[src/design/fraction_reduce_defines.svh]
// Assertion macros shared by the fraction reduction block.
`ifndef FRACTION_REDUCE_DEFINES_SVH
`define FRACTION_REDUCE_DEFINES_SVH

// Same-cycle implication, checked on every rising edge outside reset.
`define FRD_ASSERT_IMP(label, ante, cons) \
  label: assert property (@(posedge clk) disable iff (rst) (ante) |-> (cons)) \
    else $error("fraction_reduce check failed");

// Next-cycle implication, checked on every rising edge outside reset.
`define FRD_ASSERT_NEXT(label, ante, cons) \
  label: assert property (@(posedge clk) disable iff (rst) (ante) |=> (cons)) \
    else $error("fraction_reduce check failed");

`endif

[src/design/frd_pkg.sv]
// Shared widths, types and helpers for the fraction reduction block.
package frd_pkg;

  localparam int WIDTH = 32;
  localparam int CNT_W = $clog2(WIDTH);

  // Status of the shared divider as seen by the sequencer
  typedef struct packed {
    logic busy;
    logic done;
  } div_stat_t;

  // Magnitude of a two's complement word; the most negative value maps to 2^(WIDTH-1)
  function automatic logic [WIDTH-1:0] magnitude(input logic [WIDTH-1:0] v);
    logic [WIDTH-1:0] res;
    res = v[WIDTH-1] ? ((~v) + WIDTH'(1)) : v;
    return res;
  endfunction

endpackage

[src/design/frd_divider.sv]
// Restoring unsigned divider, one quotient bit per cycle.
module frd_divider (
  input  logic                         clk,
  input  logic                         rst,
  input  logic                         start,
  input  logic [frd_pkg::WIDTH-1:0]    dividend,
  input  logic [frd_pkg::WIDTH-1:0]    divisor,
  output logic [frd_pkg::WIDTH-1:0]    quotient,
  output logic [frd_pkg::WIDTH-1:0]    remainder,
  output frd_pkg::div_stat_t           stat
);

  logic [frd_pkg::WIDTH-1:0] quo;
  logic [frd_pkg::WIDTH-1:0] rem;
  logic [frd_pkg::WIDTH-1:0] dsr;
  logic [frd_pkg::CNT_W-1:0] cnt;
  logic                      busy;
  logic                      done;

  logic [frd_pkg::WIDTH:0]   shifted;
  logic [frd_pkg::WIDTH:0]   diff;
  logic                      qbit;

  // Trial subtract of the divisor from the shifted partial remainder
  always_comb begin
    shifted = {rem, quo[frd_pkg::WIDTH-1]};
    diff    = shifted - {1'b0, dsr};
    qbit    = ~diff[frd_pkg::WIDTH];
  end

  // Control: run WIDTH steps after each start, pulse done on the last one
  always_ff @(posedge clk) begin
    if (rst) begin
      busy <= 1'b0;
      done <= 1'b0;
      cnt  <= '0;
    end else begin
      done <= 1'b0;
      if (start) begin
        busy <= 1'b1;
        cnt  <= '0;
      end else if (busy) begin
        cnt <= cnt + frd_pkg::CNT_W'(1);
        if (cnt == frd_pkg::CNT_W'(frd_pkg::WIDTH - 1)) begin
          busy <= 1'b0;
          done <= 1'b1;
        end
      end
    end
  end

  // Datapath: load operands, then shift in one quotient bit per step
  always_ff @(posedge clk) begin
    if (start) begin
      quo <= dividend;
      rem <= '0;
      dsr <= divisor;
    end else if (busy) begin
      quo <= {quo[frd_pkg::WIDTH-2:0], qbit};
      rem <= qbit ? diff[frd_pkg::WIDTH-1:0] : shifted[frd_pkg::WIDTH-1:0];
    end
  end

  assign quotient  = quo;
  assign remainder = rem;
  assign stat      = '{busy: busy, done: done};

endmodule

[src/design/fraction_reduce.sv]
// One shared bit-serial divider serves every Euclid remainder step and both exact
// divisions; a zero denominator skips them and goes straight to the result.
// The block takes no new item until the last one is done: in_stall stays high from
// accept until the result is registered. Synchronous active-high reset clears the
// sequencer, the divider control and the output valid; no other state.
module fraction_reduce (
  input  logic                              clk,
  input  logic                              rst,
  input  logic                              in_valid,
  output logic                              in_stall,
  input  logic signed [frd_pkg::WIDTH-1:0]  numerator,
  input  logic signed [frd_pkg::WIDTH-1:0]  denominator,
  output logic                              out_valid,
  input  logic                              out_stall,
  output logic signed [frd_pkg::WIDTH-1:0]  reduced_numerator,
  output logic signed [frd_pkg::WIDTH-1:0]  reduced_denominator,
  output logic                              status
);

  `include "fraction_reduce_defines.svh"

  localparam logic [2:0] S_IDLE     = 3'd0;
  localparam logic [2:0] S_EUC      = 3'd1;
  localparam logic [2:0] S_EUC_WAIT = 3'd2;
  localparam logic [2:0] S_QN       = 3'd3;
  localparam logic [2:0] S_QN_WAIT  = 3'd4;
  localparam logic [2:0] S_QD       = 3'd5;
  localparam logic [2:0] S_QD_WAIT  = 3'd6;
  localparam logic [2:0] S_DONE     = 3'd7;

  logic [2:0]                state;
  logic [frd_pkg::WIDTH-1:0] a;
  logic [frd_pkg::WIDTH-1:0] b;
  logic [frd_pkg::WIDTH-1:0] nm;
  logic [frd_pkg::WIDTH-1:0] dm;
  logic [frd_pkg::WIDTH-1:0] qn;
  logic [frd_pkg::WIDTH-1:0] num_raw;
  logic                      neg;
  logic                      inv;

  logic                      in_accept;
  logic                      out_free;
  logic                      div_start;
  logic [frd_pkg::WIDTH-1:0] div_dividend;
  logic [frd_pkg::WIDTH-1:0] div_divisor;
  logic [frd_pkg::WIDTH-1:0] div_quo;
  logic [frd_pkg::WIDTH-1:0] div_rem;
  frd_pkg::div_stat_t        div_stat;
  logic [frd_pkg::WIDTH-1:0] signed_qn;
  logic                      div_waiting;

  assign in_stall  = (state != S_IDLE);
  assign in_accept = in_valid & ~in_stall;
  assign out_free  = ~out_valid | ~out_stall;

  // Route operands to the shared divider: remainder steps, then the two exact divisions
  always_comb begin
    div_start    = ((state == S_EUC) && (b != '0)) || (state == S_QN) || (state == S_QD);
    div_dividend = dm;
    div_divisor  = a;
    case (state)
      S_EUC: begin
        div_dividend = a;
        div_divisor  = b;
      end
      S_QN: begin
        div_dividend = nm;
      end
      default: begin
        div_dividend = dm;
      end
    endcase
  end

  frd_divider u_div (
    .clk       (clk),
    .rst       (rst),
    .start     (div_start),
    .dividend  (div_dividend),
    .divisor   (div_divisor),
    .quotient  (div_quo),
    .remainder (div_rem),
    .stat      (div_stat)
  );

  // Move the sign onto the numerator; a zero quotient stays positive
  assign signed_qn = (neg && (qn != '0)) ? ((~qn) + frd_pkg::WIDTH'(1)) : qn;

  // Sequencer
  always_ff @(posedge clk) begin
    if (rst) begin
      state <= S_IDLE;
    end else begin
      case (state)
        S_IDLE: begin
          if (in_accept) begin
            state <= (denominator == '0) ? S_DONE : S_EUC;
          end
        end
        S_EUC: begin
          state <= (b == '0) ? S_QN : S_EUC_WAIT;
        end
        S_EUC_WAIT: begin
          if (div_stat.done) begin
            state <= S_EUC;
          end
        end
        S_QN: begin
          state <= S_QN_WAIT;
        end
        S_QN_WAIT: begin
          if (div_stat.done) begin
            state <= S_QD;
          end
        end
        S_QD: begin
          state <= S_QD_WAIT;
        end
        S_QD_WAIT: begin
          if (div_stat.done) begin
            state <= S_DONE;
          end
        end
        S_DONE: begin
          if (out_free) begin
            state <= S_IDLE;
          end
        end
        default: begin
          state <= S_IDLE;
        end
      endcase
    end
  end

  // Working registers: capture the item, then step the Euclid pair and keep the quotient
  always_ff @(posedge clk) begin
    if (in_accept) begin
      num_raw <= $unsigned(numerator);
      nm      <= frd_pkg::magnitude($unsigned(numerator));
      dm      <= frd_pkg::magnitude($unsigned(denominator));
      a       <= frd_pkg::magnitude($unsigned(numerator));
      b       <= frd_pkg::magnitude($unsigned(denominator));
      neg     <= numerator[frd_pkg::WIDTH-1] ^ denominator[frd_pkg::WIDTH-1];
      inv     <= (denominator == '0);
    end else if (div_stat.done && (state == S_EUC_WAIT)) begin
      a <= b;
      b <= div_rem;
    end else if (div_stat.done && (state == S_QN_WAIT)) begin
      qn <= div_quo;
    end
  end

  // Output register: load when the result is ready and the slot is free, drop on take
  always_ff @(posedge clk) begin
    if (rst) begin
      out_valid <= 1'b0;
    end else if ((state == S_DONE) && out_free) begin
      out_valid <= 1'b1;
    end else if (~out_stall) begin
      out_valid <= 1'b0;
    end
  end

  always_ff @(posedge clk) begin
    if ((state == S_DONE) && out_free) begin
      if (inv) begin
        reduced_numerator   <= $signed(num_raw);
        reduced_denominator <= '0;
        status              <= 1'b1;
      end else begin
        reduced_numerator   <= $signed(signed_qn);
        reduced_denominator <= $signed(div_quo);
        status              <= 1'b0;
      end
    end
  end

  assign div_waiting = (state == S_EUC_WAIT) || (state == S_QN_WAIT) || (state == S_QD_WAIT);

  // A divider completion only ever arrives while the sequencer waits for it
  `FRD_ASSERT_IMP(a_done_in_wait, div_stat.done, div_waiting)
  // An accepted item always leaves the idle state
  `FRD_ASSERT_NEXT(a_accept_leaves_idle, in_accept, state != S_IDLE)
  // A reduced result never carries a zero denominator
  `FRD_ASSERT_IMP(a_reduced_den_nonzero, out_valid && !status, reduced_denominator != '0)
  // An invalid result always reports a zero denominator
  `FRD_ASSERT_IMP(a_invalid_den_zero, out_valid && status, reduced_denominator == '0)

endmodule
[config.mk]
export PLATFORM = sky130hd
export DESIGN_NAME = fraction_reduce
export DESIGN_NICKNAME = d
export VERILOG_FILES = /design/src/design/frd_pkg.sv /design/src/design/frd_divider.sv /design/src/design/fraction_reduce.sv
export VERILOG_INCLUDE_DIRS = /design/src /design/src/design
export SDC_FILE = /design/constraint.sdc
export NUM_CORES = 1
export LEC_CHECK = 0
export BUFFER_PORTS_ARGS = -buffer_cell sky130_fd_sc_hd__buf_2
export CAP_MARGIN = 20
export CORE_ASPECT_RATIO = 1.1
export CORE_MARGIN = 1.5
export CORE_UTILIZATION = 25
export CTS_CLUSTER_DIAMETER = 60
export DETAILED_ROUTE_END_ITERATION = 12
export PLACE_DENSITY = 0.41
export SLEW_MARGIN = 20
export SYNTH_ARGS = -nofsm -noshare
export SYNTH_HDL_FRONTEND = slang
export SYNTH_SLANG_ARGS = --single-unit
[constraint.sdc]
create_clock -name clk -period 7.2 [get_ports clk]
set_input_delay 1.8 -clock clk [delete_from_list [all_inputs] [get_ports clk]]
set_output_delay 1.8 -clock clk [all_outputs]
set_load 0.01 [all_outputs]
# [After elaboration in Yosys (flattened, before gate mapping)]
# Cells that the tools add are included.
[totals] reg_bits=366 out_inout_bits=67 in_bits=68 word_cells=98
[classes] add_sub_neg=5 n_reduce_logical=19 n_bitwise=13 n_mux=28 eq_ne=14
[ops] cell="2-to-1 mux 32 bit" count=12
[ops] cell="adder 32 x 1 -> 32 bit (second input constant)" count=3
[ops] cell="inverter 32 bit" count=3
[ops] cell="logical NOT 32 bit" count=2
[ops] cell="case mux 32 bit (2 select lines)" count=1
[ops] cell="nonzero test 32 bit" count=2
[ops] cell="subtractor 33 x 32 -> 33 bit" count=1
[ops] cell="case mux 3 bit (8 select lines)" count=1
[ops] cell="2-to-1 mux 3 bit" count=6
[ops] cell="equality test 3 bit (second input constant)" count=4
[ops] cell="2-to-1 mux 1 bit" count=8
[ops] cell="!= test 2 x 1 -> 1 bit (second input constant)" count=4
[ops] cell="inverter 1 bit" count=7
[ops] cell="equality test 3 x 2 -> 1 bit (second input constant)" count=2
[ops] cell="adder 5 x 1 -> 5 bit (second input constant)" count=1
[ops] cell="equality test 5 bit (second input constant)" count=1
[ops] cell="logical AND 1 bit" count=5
[ops] cell="AND reduction 5 bit" count=1
[ops] cell="!= test 2 bit (second input constant)" count=2
[ops] cell="nonzero test 2 bit" count=2
[ops] cell="equality test 3 x 1 -> 1 bit (second input constant)" count=1
[ops] cell="logical NOT 3 bit" count=1
[ops] cell="AND reduction 3 bit" count=1
[ops] cell="nonzero test 3 bit" count=1
[ops] cell="6 further kinds" count=7

# [Longest topological paths before layout]
# Gate-level depths: netlist (run 1).
[depth] ltp_word=5 ltp_mapped=12 depth_no_buf=11

# [By module]
# A second synthesis (run 1) with hierarchy kept.
[unflattened] hier_cells=1554 hier_area_um2=18565.3
[modules_own_cells] module="fraction_reduce" area_each_um2=12702.2 instances=1 cells_per_inst=991 seq_area_each_um2=7827.5
[modules_own_cells] module="frd_divider" area_each_um2=5863.1 instances=1 cells_per_inst=563 seq_area_each_um2=2702.6

# [Worst setup path after synthesis (run 1)]
# No wires, ideal clock.
[synth_path] path_type="input port to flip-flop" start="input port in_valid" end="register a[0] (netlist bit) (enable)" slack_ns=0.421 stages=2 n_path_buf=0 required_ns=6.635 arrival_time_ns=6.215 path_cell_list="mux2i_1 -> nor3_1"
[synth_via] elab_chain_len=2
[synth_lines] item="from (decl)" line="fraction_reduce.sv:9" text="input logic in_valid,"
[synth_lines] item="bitwise AND 1 bit" line="fraction_reduce.sv:53" text="assign in_accept = in_valid & ~in_stall;"
[synth_lines] item="nonzero test 2 bit (no source line)"
[synth_lines] item="to (signal assigned)" line="fraction_reduce.sv:142" text="a <= frd_pkg::magnitude($unsigned(numerator));"
[synth_lines] item="to (decl)" line="fraction_reduce.sv:32" text="logic [frd_pkg::WIDTH-1:0] a;"
# No other way between the ends.
# A chain may end at the register's enable or synchronous reset.

# [Final worst setup path (run 1)]
[layout_path] start="input port numerator[8] (netlist bit)" end="register a[30] (netlist bit) (data pin)"
[layout_via] elab_chain_len=4
[layout_lines] item="from (decl)" line="fraction_reduce.sv:11" text="input logic signed [frd_pkg::WIDTH-1:0] numerator,"
[layout_lines] item="inverter 32 bit" line="frd_pkg.sv:16" text="res = v[WIDTH-1] ? ((~v) + WIDTH'(1)) : v;"
[layout_lines] item="adder 32 x 1 -> 32 bit" line="frd_pkg.sv:16"
[layout_lines] item="2-to-1 mux 32 bit" line="frd_pkg.sv:16"
[layout_lines] item="2-to-1 mux 32 bit" line="fraction_reduce.sv:138" text="if (in_accept) begin"
# No other way between the ends.

==> results of run 1 <==
## synthesized netlist by cell type, types with 3 or more instances
| library cell | count | share of area |
|---|---|---|
| nand2_1 | 334 | 0.069 |
| edfxtp_1 | 322 | 0.53 |
| o21ai_0 | 120 | 0.033 |
| a21oi_1 | 79 | 0.022 |
| clkbuf_1 | 79 | 0.016 |
| nor2_1 | 76 | 0.016 |
| xnor2_1 | 68 | 0.033 |
| inv_1 | 56 | 0.012 |
| xor2_1 | 48 | 0.023 |
| mux2i_1 | 45 | 0.025 |
| dfxtp_1 | 43 | 0.047 |
| ha_1 | 37 | 0.025 |
| mux2_2 | 36 | 0.022 |
| nor2b_1 | 36 | 0.012 |
| o31ai_1 | 28 | 0.012 |
| nand3_1 | 23 | 0.0063 |
| a31oi_1 | 20 | 0.0069 |
| o21ai_1 | 19 | 0.0052 |
| nor4_1 | 17 | 0.0058 |
| nand4_1 | 16 | 0.0055 |
| nor3_1 | 14 | 0.0038 |
| a21o_1 | 11 | 0.0045 |
| nand2b_1 | 10 | 0.0034 |
| o41ai_1 | 10 | 0.0048 |
| or4_1 | 10 | 0.0041 |
| buf_1 | 9 | 0.0018 |
| o211ai_1 | 9 | 0.0037 |
| or3_1 | 9 | 0.0031 |
| and3_1 | 7 | 0.0024 |
| nand3b_1 | 7 | 0.0029 |
| o21bai_1 | 6 | 0.0025 |
| o31a_1 | 6 | 0.0029 |
| o21a_1 | 5 | 0.0021 |
| a2111oi_0 | 4 | 0.0019 |
| and2_1 | 4 | 0.0014 |
| or4_4 | 4 | 0.0025 |
| a221oi_1 | 3 | 0.0014 |
| a41oi_1 | 3 | 0.0014 |
| and4_1 | 3 | 0.0014 |
| o311ai_0 | 3 | 0.0014 |
## power groups by stage
stage / Clock [mW] / Combinational, mW / Sequential [mW]
2_1_floorplan: 0 / 2.54 / 3.54
3_3_place_gp: 0 / 3.42 / 3.74
3_5_place_dp: 0 / 3.43 / 3.75
4_1_cts: 2.17 / 3.45 / 3.71
5_1_grt: 2.24 / 3.83 / 3.78
6_report: 2.10 / 3.39 / 3.70
## logic make-up after synthesis
family / Yosys count / share of synthesized area
compound gates: 347 / 0.116
mux: 82 / 0.0477
xor+xnor: 116 / 0.0556
flops: 365 / 0.577
buf+inv: 148 / 0.0308
fa+ha+maj: 38 / 0.0264
simple gates: 585 / 0.147
## path summary, 6_finish.rpt
path	end	slack, ns
worst max-delay path	a[30]	3.13
worst max register to register	u_div.remainder[11]	3.19
worst min register to register	qn[17]	0.48
worst min-delay path	qn[17]	0.48
## routing by layer
metal | part of all wire | vias up | global-route usage
met5 | 0.0015 | - | 0
li1 | - | 6297 | -
met2 | 0.46 | 233 | 0.227
met3 | 0.047 | 75 | 0.0265
met1 | 0.47 | 6202 | 0.194
met4 | 0.017 | 12 | 0.0328
## worst max-delay path: stages
cell     delay, ns
buf_2         0.13
or4_4         0.56
nor2_4        0.20
nand4_1       0.26
or3_1         0.48
or4_4         0.46
o21ai_2       0.14
xnor2_1       0.09
mux2_2        0.27
## sequential cells by signal (all words and copies together), names as in the netlist
signal and cells:
qn 32, u_div.dsr 32, num_raw 31, a 32, u_div.quotient 32, u_div.remainder 32, u_div.done 1, dm 32
u_div.busy 1, out_valid 1, status 1, inv 1, u_div.cnt 5, b 32, state 3, reduced_numerator 32
reduced_denominator 32, nm 32, neg 1
## cell type report
type | count | area [µm²] | share of cell area
Inverter | 57 | 219 | 0.0103
Antenna cell | 4 | 10.0 | 0.000470
Sequential cell | 365 | 10500 | 0.495
Multi-Input combinational cell | 1168 | 7220 | 0.339
Timing Repair Buffer | 153 | 813 | 0.0382
Clock buffer | 51 | 1110 | 0.0519
Tap cell | 945 | 1180 | 0.0555
Clock inverter | 21 | 211 | 0.00993
## metrics by stage
stage,instances,area (µm²),hold slack [ns],util
detailed placement,2688,20000,0.472,0.277
global placement,2688,20000,0.461,0.277
finish,2764,21300,0.477,0.296
global route,2762,21300,0.504,0.296
CTS,2760,21300,0.486,0.295
floorplan,1681,18300,0.441,-
==> impl_metrics.ini, run 1 <==
[power_and_ir_drop]
power_frac_clock = 0.229
power_mw = 9.20
powerDensity_nw_per_um2 = 432
p_leak_nw = 7.76
p_sw_frac = 0.381
peakVddDrop_v = 0.000178
internal_power_mw = 5.70
seq_power_share = 0.402
combPwrFrac = 0.369
switchingPower_mw = 3.50

[final_layout]
drive_above_1_share = 0.158
area_delta_synth_final_pct = 16.6
fin_nets = 1893
mostFrequentLayoutCells = 333 x nand2_1, 322 x edfxtp_1, 134 x buf_2
fillCellCount = 7471
layout_commonest_cell = nand2_1

[sta]
slew_headroom = 0.346
timing.setup.tns_ns = 0
tightestPinTransition_ns = 0.972
fmax_ghz = 0.246
finalWorstSetupSlack_ns = 3.13
layout_worst_path_cycle_share = 0.565
setup_viol = 0
slew_viol_final = 0
post-route-min-period_ns = 4.07
finalHoldViolCount = 0
skew_ns = 0.0201
grt_setup_unrepaired = false

[grt]
grt_antenna_before_repair = 13
grt_max_degree = 86
grt_pass1_wl_mm = 80.2
grt_overflow_total = 0
grt_pass1_vias = 12600
track_usage = 0.141

[synthesis]
yosys_warnings = 0
synth_async_sr_flop_share = 0
syn_nets = 1787
ys_seq_area_frac = 0.577
postSynthCellCount = 1681
ys_types = 75
synth_seq_cells = 365
synth_edf_count = 322
syn-cell-area_um2 = 18300
synth_ff_type = edfxtp_1
avgSynthCellArea_um2 = 10.9

[routing]
viasPerCell = 4.64
ant_nets = 0
drt_iter0_markers = 803
wl_per_cell_um = 19.1
num_vias = 12800
first_pass_iters = 5
drt-total-wl_mm = 52.9
drc = 0

[cts]
cts_hold_buf = 0
cts_tree = built
htree_levels = 2
cts_root_buf = clkbuf_16
numCtsBuffers = 42
clk_path_buf_depth = 3
clk_latency_ns = 0.56
clkTransAtPathRegs_ns = 0.06
cts_setup_buffers = 0
cts.sinks = 365
cts-resized-gates = 0

[worst_hold_path]
whs_path_depth = 0
hold_class = reg -> reg
min_from = u_div.quotient[17]

[floorplanning]
start_util = 0.254
die_h_um = 286
rows = 103
die_x_um = 261
die-area_um2 = 74700
core_um2 = 72000
ioPinCount = 135

[run_status]
outcome = complete, no violations

[worst_setup_path]
critPathKind = in -> reg
worst-r2r-cell-count = 12
crit_start = numerator[8]
cp-end-kind = register
arrival_ns = 4.38
r2r_start = u_div.quotient[31]
critPathRequiredTime_ns = 7.51
crit_fanout = 5
critPathLaunchType = input pin

[placement]
preCtsSetupSlack_ns = 2.54
gp_congestion = 0.811
dp_hpwl_mm = 38.9
place.port_buffers = 134

[flow_run]
max-cap-violations = 0
Note: power is estimated with default switching activity, not from simulation.
==> run 2, diff against run 1 <==
- clock period: 7.2 -> 3.97 ns (I/O delays scaled with it)
==> run 2 against run 1 <==
  * Combinational power grew 87%
  * Sequential power grew 80%
  * Cell count grew 0.83%
  * Total power grew 82%
  * Clock skew shrank 0.0070 ns
  * Register-to-register slack lost 2.6 ns
  * Largest power group unchanged
  * Worst hold slack gained 0.0086 ns
  * Non-clock buffer count grew 20
  * Utilization grew 0.31 points
  * Critical path depth grew 3
  * Die area is the same
==> impl_metrics.ini, run 2 (synthesis results as in run 1) <==
[run_status]
outcome = complete, no violations

[cts]
clkTransAtPathRegs_ns = 0.06
cts_root_buf = clkbuf_16
cts_setup_buffers = 0
cts_tree = built
clk_path_buf_depth = 3
cts-resized-gates = 0
cts.sinks = 365
clk_latency_ns = 0.56
numCtsBuffers = 42
htree_levels = 2
cts_hold_buf = 0

[floorplanning]
die_x_um = 261
start_util = 0.254
die_h_um = 286
core_um2 = 72000
ioPinCount = 135
die-area_um2 = 74700
rows = 103

[worst_setup_path]
critPathRequiredTime_ns = 4.40
cpMaxStageDelayCell = fa_1
path_common_cell = o211ai_1
worstPathCellList = inv_1 > ha_1 > fa_1 > nand2b_1 > a211oi_1 > buf_4 > o211ai_1 > a21oi_1 > o21ai_0 > o211ai_1 > xnor2_1 > o211ai_1
worst_path_largest_cell_delay_ns = 0.40
critPathKind = reg -> reg
arrival_ns = 3.83
critPathLaunchType = register
crit_fanout = 4
r2r_start = u_div.quotient[31]
cp-end-kind = register
crit_start = u_div.quotient[31]

[sta]
setup_viol = 0
post-route-min-period_ns = 3.40
layout_worst_path_cycle_share = 0.857
slew_viol_final = 0
grt_setup_unrepaired = false
fmax_ghz = 0.294
tightestPinTransition_ns = 0.790
timing.setup.tns_ns = 0
slew_headroom = 0.473
finalHoldViolCount = 0
skew_ns = 0.0131

[routing]
num_vias = 12800
viasPerCell = 4.59
wl_per_cell_um = 18.9
ant_nets = 0
highest_layer = met5
first_pass_iters = 5
drc = 0
drt_iter0_markers = 887
wl_met3_mm = 2.17
met1_length_mm = 24.7
met2_length_mm = 24.3
drt-total-wl_mm = 52.7

[power_and_ir_drop]
p_leak_nw = 7.87
peakVddDrop_v = 0.000356
powerDensity_nw_per_um2 = 778
power_mw = 16.7

[placement]
dp_hpwl_mm = 39.2
place.port_buffers = 134
gp_congestion = 0.839

[grt]
grt_pass1_vias = 12900
grt_pass1_wl_mm = 80.5
track_usage = 0.141
grt_overflow_total = 0
grt_max_degree = 98
grt_antenna_before_repair = 11

[final_layout]
mostFrequentLayoutCells = 333 x nand2_1, 322 x edfxtp_1, 134 x buf_2
fin_util = 0.299
drive_above_1_share = 0.164
area_delta_synth_final_pct = 17.8
fin_nets = 1913
layout_commonest_cell = nand2_1

[worst_hold_path]
min_from = u_div.quotient[30]
hold_class = reg -> reg

[flow_run]
max-cap-violations = 0
-- run 2: cell types whose count changed in the layout (fill, tap and decap cells not counted), moves of 2 or more --
cell / previous run / this run
clkbuf_16: 43 / 45
buf_12: 0 / 7
clkinv_1: 3 / 7
bufinv_16: 3 / 1
diode_2: 4 / 2
buf_4: 19 / 32
clkinv_4: 4 / 0
clkbuf_1: 8 / 12
-- run 2: worst paths after layout --
| kind | to | slack (ns) | depth (start not counted) |
|---|---|---|---|
| worst max-delay path | u_div.remainder[30] | 0.57 | 12 |
| worst min-delay path | qn[30] | 0.49 | 0 |
| worst max register to register | u_div.remainder[30] | 0.57 | 12 |
| worst min register to register | qn[30] | 0.49 | 0 |
-- run 2: through the flow --
stage / cells / instance area, µm² / worst slack (ns) / hold WS (ns)
6_report: 2787 / 21500 / 0.568 / 0.486
5_1_grt: 2787 / 21500 / 0.359 / 0.510
4_1_cts: 2785 / 21500 / 0.511 / 0.485
3_5_place_dp: 2708 / 20200 / 0.120 / 0.464
3_3_place_gp: 2708 / 20200 / 0.134 / 0.460
2_1_floorplan: 1681 / 18300 / 0.210 / 0.441
-- run 2: critical path: cells and delay by family, from the launching register on --
family | cells | cell delay, ns
AOI/OAI and AO/OA | 6 | 1.53
adders and majority gates | 2 | 0.68
DFF | 1 | 0.39
buffers and inverters | 2 | 0.30
and+or+nand+nor | 1 | 0.20
xor gates and xnor gates | 1 | 0.16
-- run 2: area by class of cell --
cell class,instances,area (µm²)
fill,7507,50500
sequential,365,10500
clock buffer,57,1170
antenna,2,5.00
tap,945,1180
clock inverter,20,130
multi-input combinational,1168,7230
timing repair buffer,173,1050
inverter,57,219
-- run 2: routing by layer --
| layer | vias up | GRT usage |
|---|---|---|
| met5 | - | 0 |
| met1 | 6135 | 0.192 |
| li1 | 6328 | - |
| met2 | 246 | 0.226 |
| met4 | 10 | 0.0452 |
| met3 | 79 | 0.0226 |
-- run 2: where the power goes --
part           total (mW)  internal [mW]  switching [mW]
combinational        6.34           2.38            3.97
sequential           6.67           5.89           0.778
clock                3.72           2.14            1.58
